==> src/hw/rtl/tsdg_pkg.sv <==
// Types, constants and sine table functions shared by the three-phase duty generator.
package tsdg_pkg;

  localparam int SineBits     = 10;
  localparam int DutyFracBits = 12;
  localparam int DutyW        = 13;
  localparam int SineW        = 13;
  localparam int AmpW         = 14;
  localparam int CfgW         = 24;
  localparam int CfgIdxW      = 2;
  localparam int CountW       = 24;
  localparam int QuarterSize  = 2 ** (SineBits - 2);
  localparam int ProdW        = AmpW + 1 + SineW;
  localparam int HalfNum      = 2 ** 24;
  localparam int DutyOne      = 2 ** DutyFracBits;
  localparam int DutyShift    = 25 - DutyFracBits;

  localparam logic [63:0] TwoPiQ30 = 64'd6746518852;

  typedef enum logic [CfgIdxW-1:0] {
    RegPhaseStep = 2'd0,
    RegWrapLimit = 2'd1,
    RegAmplitude = 2'd2
  } tsdg_reg_e;

  typedef logic [11:0] tsdg_qtab_t [QuarterSize];

  typedef struct packed {
    logic [SineBits-1:0] idx_a;
    logic [SineBits-1:0] idx_b;
    logic [SineBits-1:0] idx_c;
  } tsdg_req_t;

  typedef struct packed {
    logic [DutyW-1:0] duty_a;
    logic [DutyW-1:0] duty_b;
    logic [DutyW-1:0] duty_c;
  } tsdg_duty_t;

  // First-quadrant sine in Q12 from a truncated Q30 Taylor series.
  function automatic logic [11:0] quarter_sine(input logic [63:0] j);
    logic [63:0] x;
    logic [63:0] x2;
    logic [63:0] t;
    logic [63:0] r;
    longint      s;
    x  = (j * TwoPiQ30) >> SineBits;
    x2 = (x * x) >> 30;
    t  = x;
    s  = longint'(x);
    t  = ((t * x2) >> 30) / 64'd6;
    s  = s - longint'(t);
    t  = ((t * x2) >> 30) / 64'd20;
    s  = s + longint'(t);
    t  = ((t * x2) >> 30) / 64'd42;
    s  = s - longint'(t);
    t  = ((t * x2) >> 30) / 64'd72;
    s  = s + longint'(t);
    t  = ((t * x2) >> 30) / 64'd110;
    s  = s - longint'(t);
    t  = ((t * x2) >> 30) / 64'd156;
    s  = s + longint'(t);
    t  = ((t * x2) >> 30) / 64'd210;
    s  = s - longint'(t);
    if (s < 0) begin
      s = 0;
    end
    r = (64'(s) + 64'd131072) >> 18;
    if (r > 64'd4095) begin
      r = 64'd4095;
    end
    return r[11:0];
  endfunction

  function automatic tsdg_qtab_t build_qtab();
    tsdg_qtab_t tab;
    for (int i = 0; i < QuarterSize; i++) begin
      tab[i] = quarter_sine(64'(i));
    end
    return tab;
  endfunction

  localparam tsdg_qtab_t  QuarterTab  = build_qtab();
  localparam logic [11:0] QuarterPeak = quarter_sine(64'(QuarterSize));

  // Full-turn signed Q12 sine built from the quarter table by symmetry.
  function automatic logic signed [SineW-1:0] sine_lookup(input logic [SineBits-1:0] idx);
    logic [SineBits-2:0]      h;
    logic [SineBits-2:0]      m;
    logic [11:0]              v;
    logic signed [SineW-1:0]  sv;
    h = idx[SineBits-2:0];
    // Past the quarter point the angle mirrors; modulo arithmetic gives half turn minus h.
    m = h[SineBits-2] ? (~h + 1'b1) : h;
    if (m[SineBits-2]) begin
      v = QuarterPeak;
    end else begin
      v = QuarterTab[m[SineBits-3:0]];
    end
    sv = {1'b0, v};
    return idx[SineBits-1] ? -sv : sv;
  endfunction

  // One half plus the scaled sine, shifted to the duty format and clamped to 0..1.
  function automatic logic [DutyW-1:0] duty_clamp(input logic signed [ProdW-1:0] prod);
    logic signed [ProdW:0] num;
    logic signed [ProdW:0] d;
    num = {prod[ProdW-1], prod} + (ProdW + 1)'(HalfNum);
    if (num < 0) begin
      return '0;
    end
    d = num >>> DutyShift;
    if (d > (ProdW + 1)'(DutyOne)) begin
      return DutyW'(DutyOne);
    end
    return d[DutyW-1:0];
  endfunction

endpackage

==> src/hw/rtl/tsdg_queue.sv <==
// Two-entry first-in first-out buffer with full/empty style handshakes.
module tsdg_queue #(
  parameter int Width = 8
) (
  input  logic             clk_i,
  input  logic             rst_ni,
  input  logic             wr_valid_i,
  output logic             wr_ready_o,
  input  logic [Width-1:0] wr_data_i,
  output logic             rd_valid_o,
  input  logic             rd_ready_i,
  output logic [Width-1:0] rd_data_o
);

  logic [Width-1:0] mem_q [2];
  logic             wptr_q, wptr_d;
  logic             rptr_q, rptr_d;
  logic [1:0]       cnt_q, cnt_d;
  logic             wr_fire, rd_fire;

  assign wr_ready_o = (cnt_q != 2'd2);
  assign rd_valid_o = (cnt_q != 2'd0);
  assign wr_fire    = wr_valid_i && wr_ready_o;
  assign rd_fire    = rd_valid_o && rd_ready_i;
  assign rd_data_o  = mem_q[rptr_q];

  always_comb begin
    wptr_d = wr_fire ? ~wptr_q : wptr_q;
    rptr_d = rd_fire ? ~rptr_q : rptr_q;
    case ({wr_fire, rd_fire})
      2'b10:   cnt_d = cnt_q + 2'd1;
      2'b01:   cnt_d = cnt_q - 2'd1;
      default: cnt_d = cnt_q;
    endcase
  end

  always_ff @(posedge clk_i or negedge rst_ni) begin
    if (!rst_ni) begin
      wptr_q <= 1'b0;
      rptr_q <= 1'b0;
      cnt_q  <= 2'd0;
    end else begin
      wptr_q <= wptr_d;
      rptr_q <= rptr_d;
      cnt_q  <= cnt_d;
    end
  end

  always_ff @(posedge clk_i) begin
    if (wr_fire) begin
      mem_q[wptr_q] <= wr_data_i;
    end
  end

  assert property (@(posedge clk_i) disable iff (!rst_ni) cnt_q <= 2'd2)
    else $error("queue occupancy exceeds two entries");

  assert property (@(posedge clk_i) disable iff (!rst_ni)
    (wr_fire && !rd_fire) |=> (cnt_q == $past(cnt_q) + 2'd1))
    else $error("queue count did not grow on a lone write");

  assert property (@(posedge clk_i) disable iff (!rst_ni)
    (rd_fire && !wr_fire) |=> (cnt_q == $past(cnt_q) - 2'd1))
    else $error("queue count did not shrink on a lone read");

endmodule

==> src/hw/rtl/tsdg_front.sv <==
// Front end: configuration registers, sample counter, phase accumulator and table indices.
module tsdg_front #(
  parameter int PhaseBits = 24
) (
  input  logic                              clk_i,
  input  logic                              rst_ni,
  input  logic                              cfg_we_i,
  input  logic [tsdg_pkg::CfgIdxW-1:0]      cfg_idx_i,
  input  logic [tsdg_pkg::CfgW-1:0]         cfg_wdata_i,
  input  logic                              in_valid_i,
  input  logic                              tick_i,
  output logic                              in_ready_o,
  output logic                              req_valid_o,
  input  logic                              req_ready_i,
  output tsdg_pkg::tsdg_req_t               req_o,
  output logic [tsdg_pkg::AmpW-1:0]         amplitude_o
);
  import tsdg_pkg::*;

  localparam logic [PhaseBits-1:0] ThirdOffset =
    PhaseBits'(((64'd1 << PhaseBits) + 64'd1) / 64'd3);
  localparam logic [PhaseBits-1:0] TwoThirdOffset =
    PhaseBits'(((64'd1 << (PhaseBits + 1)) + 64'd1) / 64'd3);

  logic [PhaseBits-1:0] step_q;
  logic [CountW-1:0]    wrap_q;
  logic [AmpW-1:0]      amp_q;
  logic [CountW-1:0]    count_q, count_d;
  logic [PhaseBits-1:0] phase_q, phase_d;
  logic                 restart;
  logic                 take;
  logic [PhaseBits-1:0] ph_a, ph_b, ph_c;

  assign in_ready_o  = req_ready_i;
  assign req_valid_o = in_valid_i && tick_i;
  assign take        = req_valid_o && req_ready_i;
  assign amplitude_o = amp_q;

  always_comb begin
    // The wrap check comes before the lookup, so a restart tick reads phase zero.
    restart = (count_q >= wrap_q);
    ph_a    = restart ? '0 : phase_q;
    ph_b    = ph_a + ThirdOffset;
    ph_c    = ph_a + TwoThirdOffset;
    count_d = (restart ? '0 : count_q) + CountW'(1);
    phase_d = ph_a + step_q;
    req_o.idx_a = ph_a[PhaseBits-1 -: SineBits];
    req_o.idx_b = ph_b[PhaseBits-1 -: SineBits];
    req_o.idx_c = ph_c[PhaseBits-1 -: SineBits];
  end

  always_ff @(posedge clk_i or negedge rst_ni) begin
    if (!rst_ni) begin
      step_q <= '0;
      wrap_q <= '0;
      amp_q  <= '0;
    end else if (cfg_we_i) begin
      unique case (tsdg_reg_e'(cfg_idx_i))
        RegPhaseStep: step_q <= PhaseBits'(cfg_wdata_i);
        RegWrapLimit: wrap_q <= cfg_wdata_i[CountW-1:0];
        RegAmplitude: amp_q  <= cfg_wdata_i[AmpW-1:0];
        default: ;
      endcase
    end
  end

  always_ff @(posedge clk_i or negedge rst_ni) begin
    if (!rst_ni) begin
      count_q <= '0;
      phase_q <= '0;
    end else if (take) begin
      count_q <= count_d;
      phase_q <= phase_d;
    end
  end

endmodule

==> src/hw/rtl/tsdg_back.sv <==
// Back end: sine lookup, amplitude scaling and duty clamping in a two-stage pipeline.
module tsdg_back (
  input  logic                      clk_i,
  input  logic                      rst_ni,
  input  logic                      req_valid_i,
  output logic                      req_ready_o,
  input  tsdg_pkg::tsdg_req_t       req_i,
  input  logic [tsdg_pkg::AmpW-1:0] amplitude_i,
  output logic                      res_valid_o,
  input  logic                      res_ready_i,
  output tsdg_pkg::tsdg_duty_t      res_o
);
  import tsdg_pkg::*;

  logic                    s1_v_q, s2_v_q;
  logic                    s1_ready, s2_ready;
  logic signed [SineW-1:0] sin_a_q, sin_b_q, sin_c_q;
  logic signed [ProdW-1:0] prod_a_q, prod_b_q, prod_c_q;
  logic signed [AmpW:0]    amp_s;

  assign amp_s       = {1'b0, amplitude_i};
  assign s2_ready    = !s2_v_q || res_ready_i;
  assign s1_ready    = !s1_v_q || s2_ready;
  assign req_ready_o = s1_ready;
  assign res_valid_o = s2_v_q;

  always_comb begin
    res_o.duty_a = duty_clamp(prod_a_q);
    res_o.duty_b = duty_clamp(prod_b_q);
    res_o.duty_c = duty_clamp(prod_c_q);
  end

  always_ff @(posedge clk_i or negedge rst_ni) begin
    if (!rst_ni) begin
      s1_v_q <= 1'b0;
      s2_v_q <= 1'b0;
    end else begin
      if (s1_ready) begin
        s1_v_q <= req_valid_i;
      end
      if (s2_ready) begin
        s2_v_q <= s1_v_q;
      end
    end
  end

  always_ff @(posedge clk_i) begin
    if (s1_ready && req_valid_i) begin
      sin_a_q <= sine_lookup(req_i.idx_a);
      sin_b_q <= sine_lookup(req_i.idx_b);
      sin_c_q <= sine_lookup(req_i.idx_c);
    end
    if (s2_ready && s1_v_q) begin
      prod_a_q <= amp_s * sin_a_q;
      prod_b_q <= amp_s * sin_b_q;
      prod_c_q <= amp_s * sin_c_q;
    end
  end

endmodule

==> src/hw/rtl/three_phase_sine_duty_generator.sv <==
// Top level of the three-phase sine duty generator.
//
//   channel   handshake           payload
//   input     push / full         tick_i
//   result    empty / pop         duty_a_o, duty_b_o, duty_c_o
//   config    cfg_we_i            cfg_idx_i, cfg_wdata_i
//
// One tick is taken per clock cycle while full is low; its duties pass through the
// request queue, sine lookup stage, multiply stage and result queue in that order.
// Reset clears the counter, phase, config and valid state; no clearing pass is needed.
// A tick of zero is taken but gives no result and leaves the state unchanged.
// full rises only when the request queue holds two entries behind a stalled result side.
module three_phase_sine_duty_generator #(
  parameter int PhaseBits = 24
) (
  input  logic                              clk_i,
  input  logic                              rst_ni,
  input  logic                              push,
  output logic                              full,
  input  logic                              tick_i,
  output logic                              empty,
  input  logic                              pop,
  output logic [tsdg_pkg::DutyW-1:0]        duty_a_o,
  output logic [tsdg_pkg::DutyW-1:0]        duty_b_o,
  output logic [tsdg_pkg::DutyW-1:0]        duty_c_o,
  input  logic                              cfg_we_i,
  input  logic [tsdg_pkg::CfgIdxW-1:0]      cfg_idx_i,
  input  logic [tsdg_pkg::CfgW-1:0]         cfg_wdata_i
);
  import tsdg_pkg::*;

  logic            in_ready;
  logic            fr_valid, fr_ready;
  tsdg_req_t       fr_req;
  logic [AmpW-1:0] amplitude;
  logic            rq_valid, rq_ready;
  tsdg_req_t       rq_req;
  logic            bk_valid, bk_ready;
  tsdg_duty_t      bk_res;
  logic            out_valid;
  tsdg_duty_t      out_res;

  tsdg_front #(
    .PhaseBits(PhaseBits)
  ) u_front (
    .clk_i      (clk_i),
    .rst_ni     (rst_ni),
    .cfg_we_i   (cfg_we_i),
    .cfg_idx_i  (cfg_idx_i),
    .cfg_wdata_i(cfg_wdata_i),
    .in_valid_i (push),
    .tick_i     (tick_i),
    .in_ready_o (in_ready),
    .req_valid_o(fr_valid),
    .req_ready_i(fr_ready),
    .req_o      (fr_req),
    .amplitude_o(amplitude)
  );

  tsdg_queue #(
    .Width($bits(tsdg_req_t))
  ) u_req_queue (
    .clk_i     (clk_i),
    .rst_ni    (rst_ni),
    .wr_valid_i(fr_valid),
    .wr_ready_o(fr_ready),
    .wr_data_i (fr_req),
    .rd_valid_o(rq_valid),
    .rd_ready_i(rq_ready),
    .rd_data_o (rq_req)
  );

  tsdg_back u_back (
    .clk_i      (clk_i),
    .rst_ni     (rst_ni),
    .req_valid_i(rq_valid),
    .req_ready_o(rq_ready),
    .req_i      (rq_req),
    .amplitude_i(amplitude),
    .res_valid_o(bk_valid),
    .res_ready_i(bk_ready),
    .res_o      (bk_res)
  );

  tsdg_queue #(
    .Width($bits(tsdg_duty_t))
  ) u_res_queue (
    .clk_i     (clk_i),
    .rst_ni    (rst_ni),
    .wr_valid_i(bk_valid),
    .wr_ready_o(bk_ready),
    .wr_data_i (bk_res),
    .rd_valid_o(out_valid),
    .rd_ready_i(pop),
    .rd_data_o (out_res)
  );

  assign full     = !in_ready;
  assign empty    = !out_valid;
  assign duty_a_o = out_res.duty_a;
  assign duty_b_o = out_res.duty_b;
  assign duty_c_o = out_res.duty_c;

endmodule

==> config.mk <==
export PLATFORM = sky130hd
export DESIGN_NAME = three_phase_sine_duty_generator
export DESIGN_NICKNAME = d
export VERILOG_FILES = /design/src/hw/rtl/tsdg_pkg.sv /design/src/hw/rtl/tsdg_queue.sv /design/src/hw/rtl/tsdg_front.sv /design/src/hw/rtl/tsdg_back.sv /design/src/hw/rtl/three_phase_sine_duty_generator.sv
export SDC_FILE = /design/constraint.sdc
export NUM_CORES = 2
export LEC_CHECK = 0
export ABC_AREA = 1
export BUFFER_PORTS_ARGS = -buffer_cell sky130_fd_sc_hd__buf_2
export CORE_MARGIN = 2
export CORE_UTILIZATION = 55
export DETAILED_ROUTE_END_ITERATION = 10
export PLACE_DENSITY = 0.74
export SYNTH_ARGS = -nofsm -noshare
export SYNTH_HDL_FRONTEND = slang
export SYNTH_SLANG_ARGS = --single-unit
==> constraint.sdc <==
create_clock -name clk_i -period 5.15 [get_ports clk_i]
set_clock_uncertainty 0.1 [all_clocks]
set_input_delay 0.7725 -clock clk_i [delete_from_list [all_inputs] [get_ports clk_i]]
set_output_delay 0.7725 -clock clk_i [all_outputs]
set_load 0.01 [all_outputs]
=== After elaboration in Yosys (flattened, before gate mapping) ===
Memories as Yosys holds them, arrays and structs flattened.
Cells that the tools add are included.

* Latch bits: 0
* Logic and storage cells: 142
* Output and inout bits: 41
* Bits of input ports: 32
* Memories kept: 5
* Register bits after elaboration: 243
* Memory bits (writable): 138
* Memory bits (read-only): 9,216

* Equality and inequality tests: 8
* Multipliers: 3
* Reductions and logical operators: 20
* Add/subtract/negate cells: 17
* Shift operators: 0
* Bitwise operators: 10
* Mux-type cells: 47
* Div/mod/pow operators: 0
* Order comparisons: 10

{| class="wikitable"
|+ Memories
! name !! words !! bits a word !! rd ports !! clocked after memory_dff !! wr ports !! RTL line !! source
|-
| (name not given) || 256 || 12 || 1 || 0 || 0 || tsdg_pkg.sv:98 || <nowiki>v = QuarterTab[m[SineBits-3:0]];</nowiki>
|-
| (name not given) || 256 || 12 || 1 || 0 || 0 || tsdg_pkg.sv:98 ||
|-
| (name not given) || 256 || 12 || 1 || 0 || 0 || tsdg_pkg.sv:98 ||
|-
| u_res_queue.mem_q || 2 || 39 || 1 || 0 || 1 || tsdg_queue.sv:15 || <nowiki>logic [Width-1:0] mem_q [2];</nowiki>
|-
| u_req_queue.mem_q || 2 || 30 || 1 || 0 || 1 || tsdg_queue.sv:15 ||
|}

{| class="wikitable"
|+ Operator list
! operator !! number
|-
| 12-bit two-way mux || 15
|-
| 13-bit two-way mux || 12
|-
| 28-bit by 26-bit adder with 29-bit output (second input constant) || 3
|-
| 29-bit by 1-bit less-than comparator with 1-bit output (second input constant) || 3
|-
| 15-bit by 13-bit multiplier with 28-bit output || 3
|-
| 16-bit by 14-bit greater-than comparator with 1-bit output (second input constant) || 3
|-
| 24-bit two-way mux || 2
|-
| 12-bit negation with 13-bit output || 3
|-
| 9-bit by 1-bit adder with 9-bit output (second input constant) || 3
|-
| 9-bit greater-or-equal comparator (second input constant) || 3
|-
| 9-bit two-way mux || 3
|-
| 8-bit inverter with 9-bit output || 3
|-
| 9-bit inverter || 3
|-
| 24-bit by 1-bit adder with 24-bit output (second input constant) || 1
|-
| 24-bit by 23-bit adder with 24-bit output (second input constant) || 1
|-
| 24-bit adder || 1
|-
| 24-bit adder (second input constant) || 1
|-
| 24-bit greater-or-equal comparator || 1
|-
| 1-bit two-way mux || 13
|-
| 2-bit one-hot mux with 2 select lines || 2
|-
| 2-bit nonzero test || 4
|-
| 2-bit by 1-bit == test with 1-bit output (second input constant) || 3
|-
| 2-bit == test (second input constant) || 3
|-
| 1-bit logical AND || 6
|-
| 8 further kinds || 20
|}

=== Logic depth before layout (Yosys ltp) ===
An unclocked memory read counts as a cell.

* Depth in word-level cells: 12
* Mapped depth: 32
* Gate-level depth less buffers: 29

=== Hierarchy ===
Synthesis repeated with hierarchy kept, for this count alone.

* Cell total of the unflattened synthesis: 6,290
* Area total of the unflattened synthesis: 45,118.3 um^2

{| class="wikitable"
|+ Modules (own cells, without submodules)
! module !! area an instance (um^2) !! cells each !! times used !! sequential area each (um^2)
|-
| tsdg_back || 31,904.3 || 4,784 || 1 || 2,572.5
|-
| tsdg_front || 7,688.6 || 1,084 || 1 || 2,752.6
|-
| tsdg_queue at u_res_queue || 3,123.0 || 234 || 1 || 2,442.3
|-
| tsdg_queue at u_req_queue || 2,394.8 || 186 || 1 || 1,901.8
|-
| three_phase_sine_duty_generator || 7.5 || 2 || 1 || 0.0
|}

=== Least setup slack after synthesis ===
Ideal clock, no wire load.

* Kind: flip-flop to flip-flop
* Start point: register u_front.amp_q[8] (netlist: u_front.amplitude_o[8])
* End point: register u_back.prod_a_q[27] (data pin)
* Setup time: 0.252 ns
* Arrival: 5.169 ns
* Setup slack: -0.371 ns
* Cell stages (with the launch flop): 23
* Data required time: 4.798 ns
* Clock period less this slack: 5.521 ns
* Buffers on the path: 2
* Cell sequence: dfrtp_1 -> clkbuf_1 -> clkbuf_1 -> nand2_1 -> fa_1 -> fa_1 -> inv_1 -> fa_1 -> fa_1 -> fa_1 -> fa_1 -> ha_1 -> nand2_1 -> inv_1 -> nand2_1 -> nand2_1 -> inv_1 -> o21ai_0 -> nand2_1 -> nand2_1 -> nand2_1 -> nand3_1 -> nand2_1

* Word-level cells in the longest chain between the ends: 1

{| class="wikitable"
|+ Ends and longest elaborated chain
! what !! RTL line !! source
|-
| from (decl) || tsdg_front.sv:27 || <nowiki>logic [AmpW-1:0] amp_q;</nowiki>
|-
| from (signal assigned) || tsdg_front.sv:61 || <nowiki>RegAmplitude: amp_q <= cfg_wdata_i[AmpW-1:0];</nowiki>
|-
| 15-bit by 13-bit multiplier with 28-bit output || tsdg_back.sv:54 || <nowiki>prod_a_q <= amp_s * sin_a_q;</nowiki>
|-
| to (signal assigned) || tsdg_back.sv:54 ||
|-
| to (decl) || tsdg_back.sv:18 || <nowiki>logic signed [ProdW-1:0] prod_a_q, prod_b_q, prod_c_q;</nowiki>
|}

Every way passes these cells.
A chain may end at the register's enable or synchronous reset.

=== Worst setup path in the final report ===
* Start point: register u_front.amp_q[5] (netlist: u_front.amplitude_o[5])
* End point: register u_back.prod_c_q[26] (data pin)

* Word-level cells in the longest chain between the ends: 1

{| class="wikitable"
|+ Ends and longest elaborated chain
! what !! RTL line !! source
|-
| 15-bit by 13-bit multiplier with 28-bit output || tsdg_back.sv:56 || <nowiki>prod_c_q <= amp_s * sin_c_q;</nowiki>
|-
| to (signal assigned) || tsdg_back.sv:56 ||
|-
| to (decl) || tsdg_back.sv:18 ||
|}

Every way passes these cells.

==> results.sh <==
export IMPL_grt_antenna_before_repair=1
export IMPL_core_um2=80500
export IMPL_area_delta_synth_final_pct=15.7
export IMPL_syn_avg_cell_area_um2=7.07
export IMPL_die_y_um=289
export IMPL_synthTopCellsByArea="nand2_1 18%, fa_1 18%, edfxtp_1 15%"
export IMPL_critPathCaptureType="flop"
export IMPL_grt_start_max_net_pins=54
export IMPL_insertion_delay_ps=600
export IMPL_ys_warn_count=0
export IMPL_crit_chain="buf_6 > buf_8 > nand2_4 > inv_2 > fa_1 > inv_2 > fa_1 > inv_2 > fa_1 > fa_1 > fa_1 > fa_2 > ha_4 > nand2_4 > inv_2 > nand3_1 > nor2_1 > nand3_1 > o2111ai_2 > nand2_2 > o311ai_4 > xor2_1"
export IMPL_clock_sinks=342
export IMPL_cts_htree_levels=2
export IMPL_slew_headroom_pct=19.3
export IMPL_drt_initial_drc_count=4342
export IMPL_grt_usage_pct=32.9
export IMPL_hp_class="in2async"
export IMPL_hold_viol_final=0
export IMPL_ys_types=50
export IMPL_failed_checks="negative setup slack"
export IMPL_via_count=42900
export IMPL_cts_tree="done"
export IMPL_grt_pass1_vias=41800
export IMPL_path_buf_inv=6
export IMPL_cts_root_buffer="clkbuf_16"
export IMPL_num_nets_final=7447
export IMPL_wl_per_cell_um=18.2
export IMPL_ys_ff_latch=342
export IMPL_yosysMostFrequentCell="nand2_1"
export IMPL_yosys_top_cells_count="2119 x nand2_1, 1101 x inv_1, 520 x nand3_1"
export IMPL_setup_viol=44
export IMPL_hpwl_um=106000
export IMPL_async_flop_share_pct=35.1
export IMPL_antenna_left=0
export IMPL_criticalPathCategory="reg2reg"
export IMPL_grt_pass1_wl_um=220000
export IMPL_synth_ff_type="edfxtp_1"
export IMPL_numCtsBuffers=41
export IMPL_post_route_period_util_pct=108
export IMPL_gp_congestion=1.01
export IMPL_final_max_slew_violation_count=0
export IMPL_routed_via_density=5.56
export IMPL_crit_required_ps=5360
export IMPL_ys_seq_area_share_pct=21.6
export IMPL_fin_crit_ps=5540
export IMPL_synth_area_um2=44700
export IMPL_rsz0062_at_grt="true"
export IMPL_slowest_delay_ps=570
export IMPL_cp_data_arrival_time_ps=5760
export IMPL_worst_slew_pin_slew_ps=1210
export IMPL_max_freq_ghz=0.180
export IMPL_startpoint_type="flop"
export IMPL_synthCells=6327
export IMPL_clk_path_buf_depth=3
export IMPL_status="finished with violations"
export IMPL_postCtsHoldBufs=0
export IMPL_cap_violations=0
export IMPL_synth_area_leader_cell="nand2_1"
export IMPL_synth_enable_flop_cells=222
export IMPL_die_area_um2=83600
export IMPL_layout_drive_gt1_share_pct=13.3
export IMPL_dp_slack_ps=-332
export IMPL_dr_pass1_iters=10
export IMPL_fin_ws_ps=-392
export IMPL_crit_family="adder cells"
export IMPL_rows=104
export IMPL_crit_fanout=7
export IMPL_drc=0
export IMPL_yosys_area_top_type_share_pct=17.8
export IMPL_initial_core_util_pct=55.5
export IMPL_clk_pin_slew_worst_paths_ps=60
export IMPL_crit_path_frequent_cell="fa_1"
export IMPL_fillers=7077
export IMPL_io_buffers=72
export IMPL_ios=73
export IMPL_drt_total_wl_um=141000
export IMPL_syn_num_nets=7148
export IMPL_fin_tns_setup_ps=-11160
export IMPL_dieWidth_um=289
export IMPL_grt_overflow=0
export IMPL_cpMaxStageDelayCell="fa_1"
metal layers:
metal	routed length, um	track usage [%]	vias up
li1	-	-	20300
met5	0	0	-
met4	6210	12.5	0
met3	11600	4.70	391
met1	57300	43.6	20200
met2	65400	54.6	1985
state kept, by name, indices dropped and copies added (netlist names), 14 cells and up:
register             flops
u_front.phase_q         24
u_front.step_q          24
u_back.prod_c_q         15
u_res_queue.mem_q       78
u_front.amplitude_o     14
u_req_queue.mem_q       60
u_back.prod_b_q         15
u_front.count_q         24
u_back.prod_a_q         15
u_front.wrap_q          24
placed cells by master (no fill, tap or decap), types with 7 or more instances in the layout:
cell,count
ha_1,358
nor2_1,361
nand2_4,12
nand3_1,509
nand3b_1,8
o21ai_2,16
clkbuf_16,44
nor3_1,28
o21ai_1,36
buf_2,71
a21oi_2,15
a31oi_1,24
nand3_2,17
fa_1,383
o211ai_1,23
xnor2_1,29
o21bai_1,8
o21ai_0,239
xor2_2,10
buf_12,26
nand4_1,73
dfrtp_1,116
xor2_1,48
nor2_2,15
ha_4,35
inv_1,1057
o21a_1,7
a21oi_4,9
buf_6,34
or2_2,11
edfxtp_1,222
a21oi_1,126
clkinv_1,9
fa_2,11
nand2_2,63
clkinv_2,9
buf_4,359
nand2_1,2069
a21o_1,7
inv_2,64
through the flow:
step | cells | instance area (um^2) | hold slack (ps) | utilization (%)
3_5_place_dp | 7585 | 48400 | 374 | 60.1
3_3_place_gp | 7585 | 48400 | 369 | 60.1
6_report | 7720 | 51700 | 81.5 | 64.2
4_1_cts | 7692 | 50800 | 72.3 | 63.1
5_1_grt | 7718 | 51700 | 109 | 64.2
2_1_floorplan | 6327 | 44800 | 353 | -
worst paths after layout:
check,depth (start not counted),startpoint,endpoint,slack [ps]
max,22,u_front.amplitude_o[5],u_back.prod_c_q[26],-390
max in group asynchronous,2,rst_ni,u_front.amplitude_o[5],3740
min in group clk_i,3,cfg_wdata_i[18],u_front.step_q[18],350
min,1,rst_ni,u_front.count_q[19],80
min reg2reg,2,u_front.wrap_q[12],u_front.wrap_q[12],380
max reg2reg,22,u_front.amplitude_o[5],u_back.prod_c_q[26],-390
worst reg2reg max path, delay by kind of cell, from the launching register on:
kind	cells	cell delay (ps)
flops	1	430
compound gates	2	190
fa+ha+maj	7	3420
buf+inv	6	440
simple gates	6	580
xor+xnor	1	110
cells by family (layout without fill, tap and decap cells):
group / Yosys count / after routing / share of synthesized area [%]
XOR/XNOR: 91 / 91 / 1.78
AO/OA/AOI/OAI: 544 / 544 / 6.67
flip-flops: 342 / 342 / 21.6
AND/OR/NAND/NOR: 3188 / 3188 / 29.3
other: 0 / 2 / 0
adder cells (fa/ha/maj): 789 / 789 / 28.7
buffers and inverters: 1373 / 1704 / 12.0
area by class of cell:
cell class | count | area [um^2] | area share [%]
Timing Repair Buffer | 501 | 4150 | 8.03
Inverter | 1128 | 4240 | 8.20
Multi-Input combinational cell | 4612 | 30900 | 59.8
Tap cell | 1060 | 1330 | 2.56
Antenna cell | 2 | 5.00 | 0.00968
Clock buffer | 48 | 1100 | 2.13
Sequential cell | 342 | 9670 | 18.7
Clock inverter | 27 | 302 | 0.583
what timing repair did:
action / 4_1_cts / 5_1_grt
endpoints found under the setup margin: 43 / 47
buffers inserted: 32 / 32
pin swaps: 43 / 122
resized for setup: 141 / 168
cloned: 2 / 3
Power is left out: the tool's default activity adds up to more than one toggle a clock period on the data nets, which glitch-free logic cannot reach.
